## src/sv/lcs_pkg.sv

```systemverilog
// Shared types, register codes and reset values of the load current supervisor.
`timescale 1ns / 1ps

package lcs_pkg;

  localparam int unsigned DacW = 12;
  localparam int unsigned TempW = 12;
  localparam int unsigned SetpW = 16;
  localparam int unsigned GainW = 16;
  localparam int unsigned HystW = 8;
  localparam int unsigned CfgDataW = 16;
  localparam int unsigned CfgIdxW = 2;
  localparam int unsigned ProdW = SetpW + GainW + 2;

  localparam logic [DacW-1:0] DacMax = 12'd4095;

  localparam logic signed [TempW-1:0] TempLimitRst = 12'sd800;
  localparam logic signed [TempW-1:0] FanOnTempRst = 12'sd450;
  localparam logic [HystW-1:0] FanHystRst = 8'd50;
  localparam logic [GainW-1:0] DacGainRst = 16'd209;

  typedef enum logic [1:0] {
    OP_REGULATE = 2'd0,
    OP_SWITCH_ON = 2'd1,
    OP_SWITCH_OFF = 2'd2
  } lcs_op_e;

  typedef enum logic [CfgIdxW-1:0] {
    REG_TEMP_LIMIT = 2'd0,
    REG_FAN_ON_TEMP = 2'd1,
    REG_FAN_BAND = 2'd2,
    REG_DAC_GAIN = 2'd3
  } lcs_reg_e;

  typedef struct packed {
    logic signed [TempW-1:0] temp_limit;
    logic signed [TempW-1:0] fan_on_temp;
    logic [HystW-1:0] fan_band;
    logic [GainW-1:0] dac_gain;
  } lcs_cfg_t;

  typedef struct packed {
    logic [1:0] op;
    logic signed [SetpW-1:0] setpoint;
    logic signed [TempW-1:0] temp;
  } lcs_item_t;

  typedef struct packed {
    logic enabled;
    logic fault;
    logic fan;
    logic dac_en;
    logic [DacW-1:0] dac_value;
  } lcs_state_t;

endpackage

```

## src/sv/lcs_cfg_regs.sv

```systemverilog
// Configuration register file of the load current supervisor.
`timescale 1ns / 1ps

module lcs_cfg_regs import lcs_pkg::*; (
  input  logic                clk_i,
  input  logic                rst_ni,
  input  logic                cfg_valid_i,
  input  logic [CfgIdxW-1:0]  cfg_index_i,
  input  logic [CfgDataW-1:0] cfg_data_i,
  output logic                cfg_ready_o,
  output lcs_cfg_t            cfg_o
);

  lcs_cfg_t cfg_q, cfg_d;

  assign cfg_ready_o = 1'b1;

  always_comb begin
    cfg_d = cfg_q;
    if (cfg_valid_i) begin
      unique case (lcs_reg_e'(cfg_index_i))
        REG_TEMP_LIMIT:  cfg_d.temp_limit = $signed(cfg_data_i[TempW-1:0]);
        REG_FAN_ON_TEMP: cfg_d.fan_on_temp = $signed(cfg_data_i[TempW-1:0]);
        REG_FAN_BAND:    cfg_d.fan_band = cfg_data_i[HystW-1:0];
        REG_DAC_GAIN:    cfg_d.dac_gain = cfg_data_i[GainW-1:0];
        default: ;
      endcase
    end
  end

  always_ff @(posedge clk_i or negedge rst_ni) begin
    if (!rst_ni) begin
      cfg_q.temp_limit <= TempLimitRst;
      cfg_q.fan_on_temp <= FanOnTempRst;
      cfg_q.fan_band <= FanHystRst;
      cfg_q.dac_gain <= DacGainRst;
    end else begin
      cfg_q <= cfg_d;
    end
  end

  assign cfg_o = cfg_q;

endmodule

```

## src/sv/lcs_step.sv

```systemverilog
// Next-state logic for one command: scaling, saturation, fault and fan updates.
`timescale 1ns / 1ps

module lcs_step import lcs_pkg::*; (
  input  lcs_cfg_t   cfg_i,
  input  lcs_item_t  item_i,
  input  lcs_state_t state_i,
  output lcs_state_t state_o
);

  logic signed [ProdW-1:0] prod;
  logic                    pos_sat;
  logic                    neg_sat;
  logic                    sat;
  logic [DacW-1:0]         scaled;
  logic signed [TempW:0]   temp_x;
  logic signed [TempW:0]   fan_off_thr;
  logic                    over_temp;
  logic                    fan_hot;
  logic                    fan_cool;
  logic                    fault_r;
  logic                    fan_r;

  assign prod = $signed({item_i.setpoint[SetpW-1], item_i.setpoint}) *
                $signed({1'b0, cfg_i.dac_gain});

  assign neg_sat = (prod < -$signed(ProdW'(255)));
  assign pos_sat = !prod[ProdW-1] && (prod[ProdW-2:DacW+8] != '0);
  assign sat = neg_sat | pos_sat;

  always_comb begin
    if (pos_sat) begin
      scaled = DacMax;
    end else if (prod[ProdW-1]) begin
      scaled = '0;
    end else begin
      scaled = prod[DacW+7:8];
    end
  end

  assign temp_x = {item_i.temp[TempW-1], item_i.temp};
  assign fan_off_thr = $signed({cfg_i.fan_on_temp[TempW-1], cfg_i.fan_on_temp}) -
                       $signed({{(TempW+1-HystW){1'b0}}, cfg_i.fan_band});
  assign over_temp = (item_i.temp >= cfg_i.temp_limit);
  assign fan_hot = (item_i.temp >= cfg_i.fan_on_temp);
  assign fan_cool = (temp_x < fan_off_thr);

  assign fault_r = state_i.fault | (state_i.enabled & over_temp);
  assign fan_r = (state_i.fan | (state_i.enabled & fan_hot)) & !fan_cool;

  always_comb begin
    state_o = state_i;
    unique case (lcs_op_e'(item_i.op))
      OP_REGULATE: begin
        state_o.fault = fault_r;
        state_o.fan = fan_r;
        if (state_i.enabled) begin
          if (fault_r) begin
            state_o.enabled = 1'b0;
            state_o.dac_en = 1'b0;
            state_o.dac_value = '0;
          end else if (sat) begin
            state_o.fault = 1'b1;
            state_o.enabled = 1'b0;
            state_o.dac_en = 1'b0;
            state_o.dac_value = '0;
          end else begin
            state_o.dac_value = scaled;
          end
        end
      end
      OP_SWITCH_ON: begin
        state_o.enabled = 1'b1;
        state_o.fault = sat;
        state_o.dac_value = scaled;
        state_o.dac_en = 1'b1;
      end
      OP_SWITCH_OFF: begin
        state_o.enabled = 1'b0;
        state_o.dac_en = 1'b0;
        state_o.dac_value = '0;
      end
      default: ;
    endcase
  end

endmodule

```

## src/sv/load_current_supervisor.sv

```systemverilog
// Top level of the load current supervisor: input register, state and result handshake.
//
// Input channel: a command beat (op_i, current_setpoint_i, temperature_i) is taken at a
// rising edge with in_valid_i high and in_stall_o low. op 0 regulates, 1 switches the
// load on, 2 switches it off; op 3 leaves the state alone and reports it.
// Output channel: one result beat per command, taken at an edge with out_valid_o high
// and out_stall_i low. It shows DAC code, DAC power, load-on, fault and fan state
// after that command.
// Configuration: cfg_valid_i with cfg_index_i/cfg_data_i writes one register; the port
// is always ready. Write only while no command is in flight.
// Pipeline: a taken beat is held in the input register, and its result in the state/result register.
// Throughput: one command per cycle while out_stall_i is low, set by the single
// multiply-and-saturate path between the input register and the state/result register.
// Reset: all flags clear, DAC code 0 and powered down, registers at their defaults,
// no beats held.
// Stall: a stalled result holds; one more command can wait in the input register,
// after which in_stall_o rises.
`timescale 1ns / 1ps

module load_current_supervisor import lcs_pkg::*; (
  input  logic                    clk_i,
  input  logic                    rst_ni,
  input  logic                    in_valid_i,
  output logic                    in_stall_o,
  input  logic [1:0]              op_i,
  input  logic signed [SetpW-1:0] current_setpoint_i,
  input  logic signed [TempW-1:0] temperature_i,
  output logic                    out_valid_o,
  input  logic                    out_stall_i,
  output logic [DacW-1:0]         dac_code_o,
  output logic                    dac_powered_o,
  output logic                    load_on_o,
  output logic                    fault_flag_o,
  output logic                    fan_running_o,
  input  logic                    cfg_valid_i,
  output logic                    cfg_ready_o,
  input  logic [CfgIdxW-1:0]      cfg_index_i,
  input  logic [CfgDataW-1:0]     cfg_data_i
);

  lcs_cfg_t   cfg;
  lcs_item_t  item_q;
  logic       item_valid_q, item_valid_d;
  lcs_state_t state_q, state_d;
  lcs_state_t step_next;
  logic       out_valid_q, out_valid_d;
  logic       advance;
  logic       in_take;

  lcs_cfg_regs u_cfg (
    .clk_i       (clk_i),
    .rst_ni      (rst_ni),
    .cfg_valid_i (cfg_valid_i),
    .cfg_index_i (cfg_index_i),
    .cfg_data_i  (cfg_data_i),
    .cfg_ready_o (cfg_ready_o),
    .cfg_o       (cfg)
  );

  lcs_step u_step (
    .cfg_i   (cfg),
    .item_i  (item_q),
    .state_i (state_q),
    .state_o (step_next)
  );

  assign advance = item_valid_q && (!out_valid_q || !out_stall_i);
  assign in_stall_o = item_valid_q && !advance;
  assign in_take = in_valid_i && !in_stall_o;

  always_comb begin
    item_valid_d = item_valid_q;
    if (!in_stall_o) begin
      item_valid_d = in_valid_i;
    end
    state_d = advance ? step_next : state_q;
    if (advance) begin
      out_valid_d = 1'b1;
    end else begin
      out_valid_d = out_valid_q && out_stall_i;
    end
  end

  always_ff @(posedge clk_i or negedge rst_ni) begin
    if (!rst_ni) begin
      item_valid_q <= 1'b0;
      out_valid_q <= 1'b0;
      state_q <= '0;
    end else begin
      item_valid_q <= item_valid_d;
      out_valid_q <= out_valid_d;
      state_q <= state_d;
    end
  end

  always_ff @(posedge clk_i) begin
    if (in_take) begin
      item_q.op <= op_i;
      item_q.setpoint <= current_setpoint_i;
      item_q.temp <= temperature_i;
    end
  end

  assign out_valid_o = out_valid_q;
  assign dac_code_o = state_q.dac_value;
  assign dac_powered_o = state_q.dac_en;
  assign load_on_o = state_q.enabled;
  assign fault_flag_o = state_q.fault;
  assign fan_running_o = state_q.fan;

endmodule
```

## config.mk

```make
export PLATFORM = sky130hd
export DESIGN_NAME = load_current_supervisor
export DESIGN_NICKNAME = d
export VERILOG_FILES = /design/src/sv/lcs_pkg.sv /design/src/sv/lcs_cfg_regs.sv /design/src/sv/lcs_step.sv /design/src/sv/load_current_supervisor.sv
export SDC_FILE = /design/constraint.sdc
export NUM_CORES = 1
export LEC_CHECK = 0
export ABC_AREA = 1
export BUFFER_PORTS_ARGS = -buffer_cell sky130_fd_sc_hd__buf_2
export CAP_MARGIN = 10
export CORE_MARGIN = 3
export CORE_UTILIZATION = 40
export DETAILED_ROUTE_END_ITERATION = 6
export PLACE_DENSITY_LB_ADDON = 0.1
export SYNTH_ARGS = -nofsm -noshare
export SYNTH_HDL_FRONTEND = slang
export SYNTH_SLANG_ARGS = --single-unit
```

## constraint.sdc

```tcl
create_clock -name clk_i -period 7.1 [get_ports clk_i]
set_input_delay 0.355 -clock clk_i [delete_from_list [all_inputs] [get_ports clk_i]]
set_output_delay 0.355 -clock clk_i [all_outputs]
set_load 0.005 [all_outputs]
```

# --- After elaboration in Yosys (flattened, before gate mapping) ---
# Index checks and enable logic that the tools add are counted.
op_classes:
  addsub: 1
  mul: 1
  magnitude_cmp: 4
  n_eq_ne: 7
  mux: 14
  bitwise: 6
  n_reduce_logical: 26
op_table:
  columns: ["cell", "count"]
  rows:
  - ["13-bit one-hot mux with 3 select lines", 1]
  - ["12-bit two-way mux", 3]
  - ["34-bit by 9-bit less-than comparator with 1-bit output (second input constant)", 1]
  - ["16-bit by 17-bit multiplier with 33-bit output", 1]
  - ["13-bit two-way mux", 2]
  - ["12-bit greater-or-equal comparator", 2]
  - ["2-bit AND reduction", 7]
  - ["12-bit by 13-bit less-than comparator with 1-bit output", 1]
  - ["13-bit nonzero test", 1]
  - ["12-bit by 9-bit subtractor with 13-bit output", 1]
  - ["2-bit == test (second input constant)", 3]
  - ["1-bit logical NOT", 6]
  - ["1-bit logical AND", 5]
  - ["2-bit by 1-bit == test with 1-bit output (second input constant)", 2]
  - ["2-bit logical NOT", 2]
  - ["1-bit two-way mux", 4]
  - ["2-bit two-way mux", 2]
  - ["4-bit AND reduction", 1]
  - ["1-bit AND", 3]
  - ["3-bit by 1-bit != test with 1-bit output (second input constant)", 1]
  - ["1-bit OR", 3]
  - ["1-bit one-hot mux with 3 select lines", 1]
  - ["3-bit AND reduction", 1]
  - ["3-bit nonzero test", 1]
  - ["other kinds (4)", 4]
totals:
  reg_bits: 96

# --- Longest topological paths before layout ---
# Gate-level depths: netlist of run 1.
logic_depth:
  depth_word: 8
  mapped_depth: 36
  mapped_depth_nobuf: 33

# --- Modules after synthesis ---
# Synthesis of run 1 repeated with hierarchy kept, for this count alone.
unflattened:
  cells_unflattened: 2130
  hier_area_um2: 15523.6
by_module_without_submodules:
  columns: ["mod", "instances", "cells_each", "area_per_inst_um2", "seq_area_each_um2"]
  rows:
  - ["lcs_step", 1, 1803, 11883.9, 0.0]
  - ["lcs_cfg_regs", 1, 218, 2006.9, 1218.7]
  - ["load_current_supervisor", 1, 109, 1632.8, 1351.3]

# --- Least setup slack after synthesis of run 1 ---
# No wires, ideal clock.
synth_path:
  path_kind: "reg-to-reg"
  start: "reg u_cfg.cfg_q, in the netlist u_cfg.cfg_o[6]"
  end: "reg state_q, in the netlist dac_code_o[10]"
  arrival_time_ps: 6154
  path_slack_ps: 830
  stages_incl_launch_ff: 35
  path_buffers: 3
  path_cell_list: "dfstp_2 -> clkbuf_1 -> clkbuf_1 -> nand2_1 -> fa_1 -> inv_1 -> fa_1 -> inv_1 -> fa_1 -> inv_1 -> fa_1 -> fa_1 -> inv_1 -> fa_1 -> inv_1 -> ha_1 -> nand2_1 -> inv_1 -> nand2_1 -> inv_2 -> nand2_1 -> nand2_1 -> nand2_1 -> nand3_1 -> nand2_1 -> nand2_1 -> nor2_1 -> nand2_1 -> nor2_2 -> nand2_1 -> buf_2 -> o211ai_1 -> inv_1 -> nand2_1 -> nand2_1"
synth_via:
  elab_chain_len: 8
  word_cells_on_any_way: 12
synth_rtl:
  columns: ["item", "line_no", "rtl"]
  rows:
  - ["start, declared", "lcs_cfg_regs.sv:14", "lcs_cfg_t cfg_q, cfg_d;"]
  - ["start signal, assigned", "lcs_cfg_regs.sv:38", "cfg_q <= cfg_d;"]
  - ["16-bit by 17-bit multiplier with 33-bit output (*)", "lcs_step.sv:24", "assign prod = $signed({item_i.setpoint[SetpW-1], item_i.setpoint}) *"]
  - ["branches (longest 6 deep; another with 34-bit by 9-bit less-than comparator with 1-bit output)", null, null]
  - ["13-bit one-hot mux with 3 select lines (*)", "lcs_step.sv:53", "unique case (lcs_op_e'(item_i.op))"]
  - ["end signal, assigned", "load_current_supervisor.sv:92", "state_q <= state_d;"]
  - ["end, declared", "load_current_supervisor.sv:44", "lcs_state_t state_q, state_d;"]
# Mark *: on every way between the ends. The select of a mux whose other input is x is not followed.
# A chain may end at the register's enable or synchronous reset.

# --- Worst setup path after layout of run 1 ---
layout_path:
  start: "reg u_cfg.cfg_q, in the netlist u_cfg.cfg_o[4]"
  end: "reg state_q, in the netlist dac_code_o[3]"
# Same word-level chain as after synthesis.

==> impl_results.md, run 1 <==
* Status: completed
* Vias in the first global route at 13000
* Clock Skews at 6.26 ps
* Vias at ~12000
* Ant. Diodes at 0
* Core Area at 37000 sq um
* Largest cells by area after synthesis: fa_1, nand2_1, ha_1
* CTS Buf Count at 9
* Number of nets in the layout at 2492
* Req. time, crit path at 7410 ps
* Met1 WL at 19300 microns
* HP Class: in -> reg
* Worst-path clk slew at 80 ps
* Setup WS pre-CTS at between 300 and 400 ps
* Min-delay src: temperature_i[7]
* Crit path launch type: flop
* Met2 Wirelength at 19600 microns
* Finished Layout Cells at around 2600
* Die width at 200 microns
* Maxcap violations at 0
* Grt ovf at 0
* # clock sinks at 96
* Tmin final at 6650 ps
* Root buf cell: clkbuf_16
* Setup tns final at 0 ps
* Final worst-path cycle share at 0.936
* Global-route wire length before repair at about 70000 microns
* DIE HEIGHT at 200 microns
* Relative slew slack at 0.299
* Crit path DAT at 6960 ps
* Filler cell count at 3965
* Crit-path slowest cell: dfstp_2
* Syn_nets at 2444
* FMAX at approximately 150 MHz
* Synth Register Bits at 96
* Post-synth EDFFs at 30
* Initial antenna violation count at 0
* Final ANT Viol Nets at 0
* Max stage delay on crit path at 760 ps
* Met3 routed WL at 1350 microns
* Synth area leader: fa_1
* Hold path depth at 1
* Detailed-route wire length at 41100 microns
* GP Congestion at 0.898
* WL per Instance at 15.9 microns
* # rows at 70
* DP Wirelength at 34400 microns
* Avg Cell Area, Syn at 7.46 sq um
* Async S/R FF share, synth at 0.688
* Final worst setup slack at 452 ps
* TritonCTS clock tree: done
* DRC Markers at 0
* Total GRT Usage at 0.214
* Vias/cell at about 4.7
* Yosys top cell area share at 0.258
* Hold path endpoint: item_q[7]$_DFFE_PP_
* Top FF cell, synth: dfrtp_1
* R2r setup slk at about 450 ps
* Final Max Slew Viols at 0
* RR Startpoint: u_cfg.cfg_o[4]$_DFFE_PN1P_
* Sequential fraction of the synthesis area at 0.170
* Final setup violation count at 0
* RSZ-0062 raised after global routing: no
* Synthesized instance count at 2027
* Initial Utilization at 0.409
* Count leader, synth: nand2_1
* Max reg flops at 48
* CTS max path bufs at 2
* 1st-iter DRT viols at 479
* Placed instance count at between 2000 and 3000
* CP max FO at 15
* Cell count of the worst reg-to-reg path at 27
* DRT Pass-1 Iters at 5
* Largest net degree at the start of global routing at 67
* I/O Pins at 72
* WS Path Type: reg -> reg
* Area grow syn2layout at 8.91%
* Share of layout cells above drive strength 1 at 0.0923
* Cell Area, Synth at 15100 sq um
* Synth unique cells at 41
* Post-synth top cells: nand2_1, inv_1, fa_1
* Yosys warnings at 0
* Final Hold Vio Count at 0
* PortBufs at 70
* Worst Setup End Kind: flop
* Worst-margin pin slew at 1050 ps
* Max Used Layer: met4
* Crit Reg-Reg Endpoint: dac_code_o[3]$_DFFE_PN0P_
* Crit-path most repeated cell: nand2_1
* Worst-Skew Late Latency at 370 ps
* Full die area at 40200 sq um
* Max H-tree Level at 3
## worst max path at each step
stage                                from                          to  slack [ps]  cells past startpoint
3_5_place_dp         item_q[21]$_DFFE_PP_   dac_code_o[3]$_DFFE_PN0P_         300                     29
4_1_cts              item_q[21]$_DFFE_PP_   dac_code_o[3]$_DFFE_PN0P_         250                     29
5_1_grt              item_q[19]$_DFFE_PP_   dac_code_o[0]$_DFFE_PN0P_          10                     34
3_3_place_gp         item_q[21]$_DFFE_PP_  dac_code_o[10]$_DFFE_PN0P_         320                     29
2_1_floorplan  u_cfg.cfg_o[6]$_DFFE_PN1P_  dac_code_o[10]$_DFFE_PN0P_         830                     34
6_report       u_cfg.cfg_o[4]$_DFFE_PN1P_   dac_code_o[3]$_DFFE_PN0P_         450                     27
## critical path: cells and delay by family (launching register included)
family                   cells  cell delay, ps
adder cells (fa/ha/maj)      7            3600
buffers and inverters        5             310
flip-flops                   1             760
AND/OR/NAND/NOR             15            1930
## cell usage in the layout, fill, tap and decap left out, types with 3 or more instances in the layout
cell         n
and2_1       5
nand3_1     56
nand2_1    593
fa_1       195
nand3b_1     3
nand2_2      7
nor2_4       4
edfxtp_1    30
o21bai_1     6
ha_1       169
o21ai_0     51
mux2_2       4
xnor2_1      7
nor3_1       5
xor2_1      12
nand4_1     14
or2_2        8
dfrtp_1     51
o211ai_1    13
nand3_2      6
dfstp_2     12
clkbuf_16    9
inv_2        5
a21oi_1     41
buf_4       43
nor2_1      62
nor2_2      10
buf_2       70
inv_1      562
## cells by family (layout without fill, tap and decap cells)
kind of cell / Yosys count / after routing / synth area share
simple gates: 776 / 776 / 0.211
buf+inv: 646 / 699 / 0.162
fa+ha+maj: 364 / 364 / 0.398
compound gates: 120 / 120 / 0.0440
flops: 96 / 96 / 0.170
xor+xnor: 20 / 20 / 0.0121
mux: 4 / 4 / 0.00298
other cells: 1 / 1 / 0.000248
## metrics by stage
step	utilization	area (sq um)	hold slack [ps]
6_report	0.445	16500	153
5_1_grt	0.445	16500	134
4_1_cts	0.443	16400	132
3_5_place_dp	0.435	16100	460
3_3_place_gp	0.435	16100	459
2_1_floorplan	-	15100	59.4
## layout make-up
class | instances | area [sq um] | area share
Timing Repair Buffer | 114 | 693 | 0.0421
Inverter | 569 | 2140 | 0.130
Sequential cell | 96 | 2580 | 0.157
Clock inverter | 7 | 87.6 | 0.00532
Tap cell | 504 | 631 | 0.0383
Clock buffer | 9 | 225 | 0.0137
Multi-Input combinational cell | 1285 | 10100 | 0.614
## per-layer routing
| layer | global-route usage | vias up |
|---|---|---|
| met5 | 0 | - |
| met2 | 0.369 | 182 |
| met3 | 0.0239 | 50 |
| met1 | 0.292 | 5828 |
| li1 | - | 6005 |
| met4 | 0.0514 | 0 |
## repair_timing
action,in CTS,in global routing
endpoints found under the setup margin,0,15
setup buffers,0,7
resized for setup,0,6
hold buffers,0,0
Power of run 1 is left out: the tool's default activity adds up to more than one toggle a clock period on the data nets, which glitch-free logic cannot reach.
==> run 2: changes to the inputs <==
Settings changed: REMOVE_ABC_BUFFERS set to 1.
==> impl_results.md, run 2 (synthesis gave the netlist of run 1 again) <==
* Worst-margin pin slew at 1060 ps (+11.0 ps)
* Vias in the first global route at 12300 (-5.7%)
* Crit path buf inv count at 8 (+3)
* Full die area at 40200 sq um (unchanged)
* Area grow syn2layout at 9.00% (about the same)
* FMAX at 150 MHz (-0.43%)
* WS Path Type: reg -> reg
* Die width at 200 microns (unchanged)
* Largest net degree at the start of global routing at 67 (unchanged)
* Initial antenna violation count at 0 (unchanged)
* Levels on crit path at 33 (+22%)
* Setup tns final at 0 ps (unchanged)
* DRT Pass-1 Iters at 5 (unchanged)
* RSZ-0062 raised after global routing: no
* TritonCTS clock tree: done
* Crit-path slowest cell: dfstp_4
* R2r setup slk at 420 ps (-30 ps)
* Global-route wire length before repair at 64700 microns (-5.5%)
* WL per Instance at 15.2 microns (-4.3%)
* Worst-Skew Late Latency at 400 ps (+30 ps)
* Worst path top cell family by delay: adder cells
* Root buf cell: clkbuf_16
* Number of nets in the layout at 2494 (+0.080%)
* Crit path launch type: flop
* # rows at 70 (unchanged)
* Ant. Diodes at 0 (unchanged)
* Final Max Slew Viols at 0 (unchanged)
* Detailed-route wire length at 39400 microns (-4.2%)
* Crit-path most repeated cell: nand2_1
* Min-delay src: current_setpoint_i[11]
* Final setup violation count at 0 (unchanged)
* DIE HEIGHT at 200 microns (unchanged)
* Setup WS pre-CTS at 230 ps (-72.9 ps)
* I/O Pins at 72 (unchanged)
* Req. time, crit path at 7430 ps (+20 ps)
* Hold path depth at 1 (unchanged)
* Relative slew slack at 0.290 (-0.00933)
* RR Startpoint: u_cfg.cfg_o[7]$_DFFE_PN1P_
* Max reg flops at 48 (unchanged)
* CP max FO at 12 (-3)
* Worst-path clk slew at 100 ps (+20 ps)
* Final core occ at 0.446 (about the same)
* Tmin final at 6680 ps (+28.5 ps)
* PortBufs at 70 (unchanged)
* Core Area at 37000 sq um (unchanged)
* CTS Buf Count at 9 (unchanged)
* Hold path endpoint: item_q[23]$_DFFE_PP_
* Final worst setup slack at 424 ps (-28.5 ps)
* DRC Markers at 0 (unchanged)
* Cell count of the worst reg-to-reg path at 33 (+22%)
* Critical Path Source: u_cfg.cfg_o[7]$_DFFE_PN1P_
* # clock sinks at 96 (unchanged)
* HP Class: in -> reg
* Final worst-path cycle share at 0.940 (+0.00401)
* Initial Utilization at 0.409 (unchanged)
* Crit path DAT at 7010 ps (+50 ps)
* Total GRT Usage at 0.202 (-0.0124)
* Post-route cell area at 16500 sq um (about the same)
* CTS max path bufs at 2 (unchanged)
* Share of layout cells above drive strength 1 at 0.0937 (+0.00135)
* GP Congestion at 0.877 (-2.3%)
* Maxcap violations at 0 (unchanged)
* Worst Setup End Kind: flop
* Clock Skews at 19.2 ps (+12.9 ps)
* 1st-iter DRT viols at 598 (+25%)
* Vias at 12200 (+0.75%)
* Vias/cell at 4.70 (+0.67%)
* Grt ovf at 0 (unchanged)
* Final Hold Vio Count at 0 (unchanged)
* Leading cell type in the layout, fill and taps excluded: nand2_1
* Max stage delay on crit path at 740 ps (-20 ps)
* DP Wirelength at 33100 microns (-4.0%)
* Most frequent cells in the layout: nand2_1, inv_1, fa_1
* Status: completed
* Filler cell count at 3906 (-1.5%)
* Crit Reg-Reg Endpoint: dac_code_o[4]$_DFFE_PN0P_
* Max H-tree Level at 3 (unchanged)
* Placed cell areas at 16100 sq um (+0.22%)
* Final ANT Viol Nets at 0 (unchanged)
[run 2: timing repair]
| action | in CTS | in global routing |
|---|---|---|
| hold buffers | 0 | 0 |
| setup endpoints to repair | 0 | 12 |
| resized for setup | 0 | 7 |
| setup buffers | 0 | 6 |
[run 2: per-layer routing]
layer / wire [microns] / vias to the layer above / global-route usage
met5: 0 / - / 0
met4: 759 / 0 / 0.0507
met3: 1820 / 32 / 0.0293
met2: 18700 / 233 / 0.332
met1: 18100 / 5888 / 0.283
li1: - / 6002 / -
[run 2: area by class of cell]
| type | instances | area, sq um | area share |
|---|---|---|---|
| clock inverter | 7 | 81.3 | 0.00494 |
| tap | 504 | 631 | 0.0383 |
| multi-input combinational | 1285 | 10100 | 0.614 |
| inverter | 569 | 2140 | 0.130 |
| clock buffer | 9 | 225 | 0.0137 |
| timing repair buffer | 116 | 706 | 0.0428 |
| sequential | 96 | 2570 | 0.156 |
[run 2: metrics by stage]
step	hold WS [ps]	std cells
2_1_floorplan	59.4	1950
3_3_place_gp	462	2564
3_5_place_dp	462	2564
4_1_cts	95.7	2580
5_1_grt	110	2586
6_report	124	2586
[run 2: how the worst max path moves through the flow]
stage          slack, ps                        end
5_1_grt                7  dac_code_o[8]$_DFFE_PN0P_
3_5_place_dp         230  dac_code_o[4]$_DFFE_PN0P_
3_3_place_gp         240  dac_code_o[1]$_DFFE_PN0P_
4_1_cts              210  dac_code_o[4]$_DFFE_PN0P_
2_1_floorplan       1030  dac_code_o[0]$_DFFE_PN0P_
6_report             420  dac_code_o[4]$_DFFE_PN0P_
[run 2: worst reg2reg max path: cells and delay by family (launching register included)]
| kind | cells | cell delay [ps] |
|---|---|---|
| buffers and inverters | 8 | 550 |
| DFF | 1 | 740 |
| and+or+nand+nor | 18 | 1840 |
| adders and majority gates | 7 | 3490 |
Power of run 2 is left out for the same reason.
==> run 3: changes to the inputs <==
Settings changed: RECOVER_POWER set to 25.
==> impl_results.md, run 3 (synthesis gave the netlist of run 1 again) <==
* Worst path top cell family by delay: adder cells
* Global-route wire length before repair at 64700 microns (unchanged)
* Number of nets in the layout at 2494 (unchanged)
* Crit path launch type: flop
* Crit-path slowest cell: dfstp_4
* Largest net degree at the start of global routing at 67 (unchanged)
* WS Path Type: reg -> reg
* Worst-Skew Late Latency at 400 ps (about the same)
* Tmin final at 6670 ps (-2.43 ps)
* Failing checks: capacitance limit, slew limit
* Most frequent cells in the layout: nand2_1, inv_1, fa_1
* Relative slew slack at -1.59 (-1.88)
* Final setup violation count at 0 (unchanged)
* Crit path DAT at 7000 ps (about the same)
* Detailed-route wire length at 39400 microns (about the same)
* Clock Skews at 19.7 ps (+0.528 ps)
* Vias/cell at 4.71 (+0.22%)
* Area grow syn2layout at 8.94% (about the same)
* Max stage delay on crit path at 740 ps (about the same)
* PortBufs at 70 (unchanged)
* Final Hold Vio Count at 0 (unchanged)
* DRT Pass-1 Iters at 5 (unchanged)
* # rows at 70 (unchanged)
* Max H-tree Level at 3 (unchanged)
* CTS Buf Count at 9 (unchanged)
* GR Util met1 at 0.283 (unchanged)
* Total GRT Usage at 0.202 (unchanged)
* Final Max Slew Viols at 67 (+67)
* Crit-path most repeated cell: nand2_1
* DP Wirelength at 33100 microns (unchanged)
* I/O Pins at 72 (unchanged)
* Grt met2 use at 0.332 (unchanged)
* CP max FO at 12 (unchanged)
* GRT Max-Usage Layer: met2
* Final worst-path cycle share at 0.940 (about the same)
* Vias at 12200 (+0.22%)
* Maxcap violations at 1 (+1)
* Leading cell type in the layout, fill and taps excluded: nand2_1
* Worst-path clk slew at 100 ps (about the same)
* 1st-iter DRT viols at 602 (+0.67%)
* Area of the multi-input gates at 10100 sq um (unchanged)
* Crit path buf inv count at 8 (unchanged)
* Core Area at 37000 sq um (unchanged)
* Grt ovf at 0 (unchanged)
* WL per Instance at 15.2 microns (about the same)
* FMAX at 150 MHz (about the same)
* Max reg flops at 48 (unchanged)
* Initial antenna violation count at 0 (unchanged)
* CTS max path bufs at 2 (unchanged)
* Ant. Diodes at 0 (unchanged)
* Full die area at 40200 sq um (unchanged)
* Sequential Area at 2570 sq um (unchanged)
* Setup tns final at 0 ps (unchanged)
* Filler cell count at 3909 (+0.077%)
* Initial Utilization at 0.409 (unchanged)
* Root buf cell: clkbuf_16
* Req. time, crit path at 7430 ps (about the same)
* DRC Markers at 0 (unchanged)
* Met3 track demand over resource at 0.0293 (unchanged)
* Status: finished with violations
* Fin Hold WS at 124 ps (+0.0150 ps)
* DIE HEIGHT at 200 microns (unchanged)
* HP Class: in -> reg
* Worst-margin pin slew at 3880 ps (+2820 ps)
* TritonCTS clock tree: done
* Share of layout cells above drive strength 1 at 0.0913 (-0.00240)
* # clock sinks at 96 (unchanged)
* Final ANT Viol Nets at 0 (unchanged)
* GP Congestion at 0.877 (unchanged)
* RSZ-0062 raised after global routing: no
* Vias in the first global route at 12300 (unchanged)
* Die width at 200 microns (unchanged)
* Worst Setup End Kind: flop
## run 3: changes by cell type in the layout (fill, tap and decap cells not counted), sizes merged
cell and delta:
buf -5, clkbuf +5
## run 3: through the flow
stage	instances	utilization	instance area [sq um]	worst slack (ps)
final	2586	0.445	16500	426
after CTS	2580	0.444	16400	206
after global routing	2586	0.445	16500	7.43
after floorplan	1950	-	14800	1030
after detailed placement	2564	0.436	16100	230
after global placement	2564	0.436	16100	239
## run 3: path summary, 6_finish.rpt
check | depth (start not counted) | from | endpoint | slack, ps
worst min register to register | 2 | dac_code_o[9]$_DFFE_PN0P_ | dac_code_o[9]$_DFFE_PN0P_ | 480
min in group asynchronous | 2 | rst_ni | u_cfg.cfg_o[33]$_DFFE_PN0P_ | 1390
max in group asynchronous | 2 | rst_ni | u_cfg.cfg_o[5]$_DFFE_PN0P_ | 3220
worst max register to register | 33 | u_cfg.cfg_o[7]$_DFFE_PN1P_ | dac_code_o[4]$_DFFE_PN0P_ | 430
worst max-delay path | 33 | u_cfg.cfg_o[7]$_DFFE_PN1P_ | dac_code_o[4]$_DFFE_PN0P_ | 430
worst min-delay path | 1 | current_setpoint_i[11] | item_q[23]$_DFFE_PP_ | 120
## run 3: what timing repair did
action	4_1_cts	5_1_grt
setup endpoints to repair	0	12
buffers inserted	0	6
hold buffers	0	0
resized for setup	0	7
## run 3: final cells by class
class	count	share of cell area
flip-flops and latches	96	0.156
clock inverters	7	0.00494
well taps	504	0.0383
multi-input cells	1285	0.614
clock buffers	9	0.0137
inverters	569	0.130
repair buffers	116	0.0423
## run 3: worst register-to-register path: cells and delay by family (launching register included)
family	cells	cell delay [ps]
buf+inv	8	550
simple gates	18	1840
fa+ha+maj	7	3490
flops	1	740
## run 3: metal layers
metal	up-vias	routed length, microns
met4	0	760
met1	5907	18200
met3	32	1760
li1	6003	-
met2	240	18700
met5	-	0
Power of run 3 is left out for the same reason.
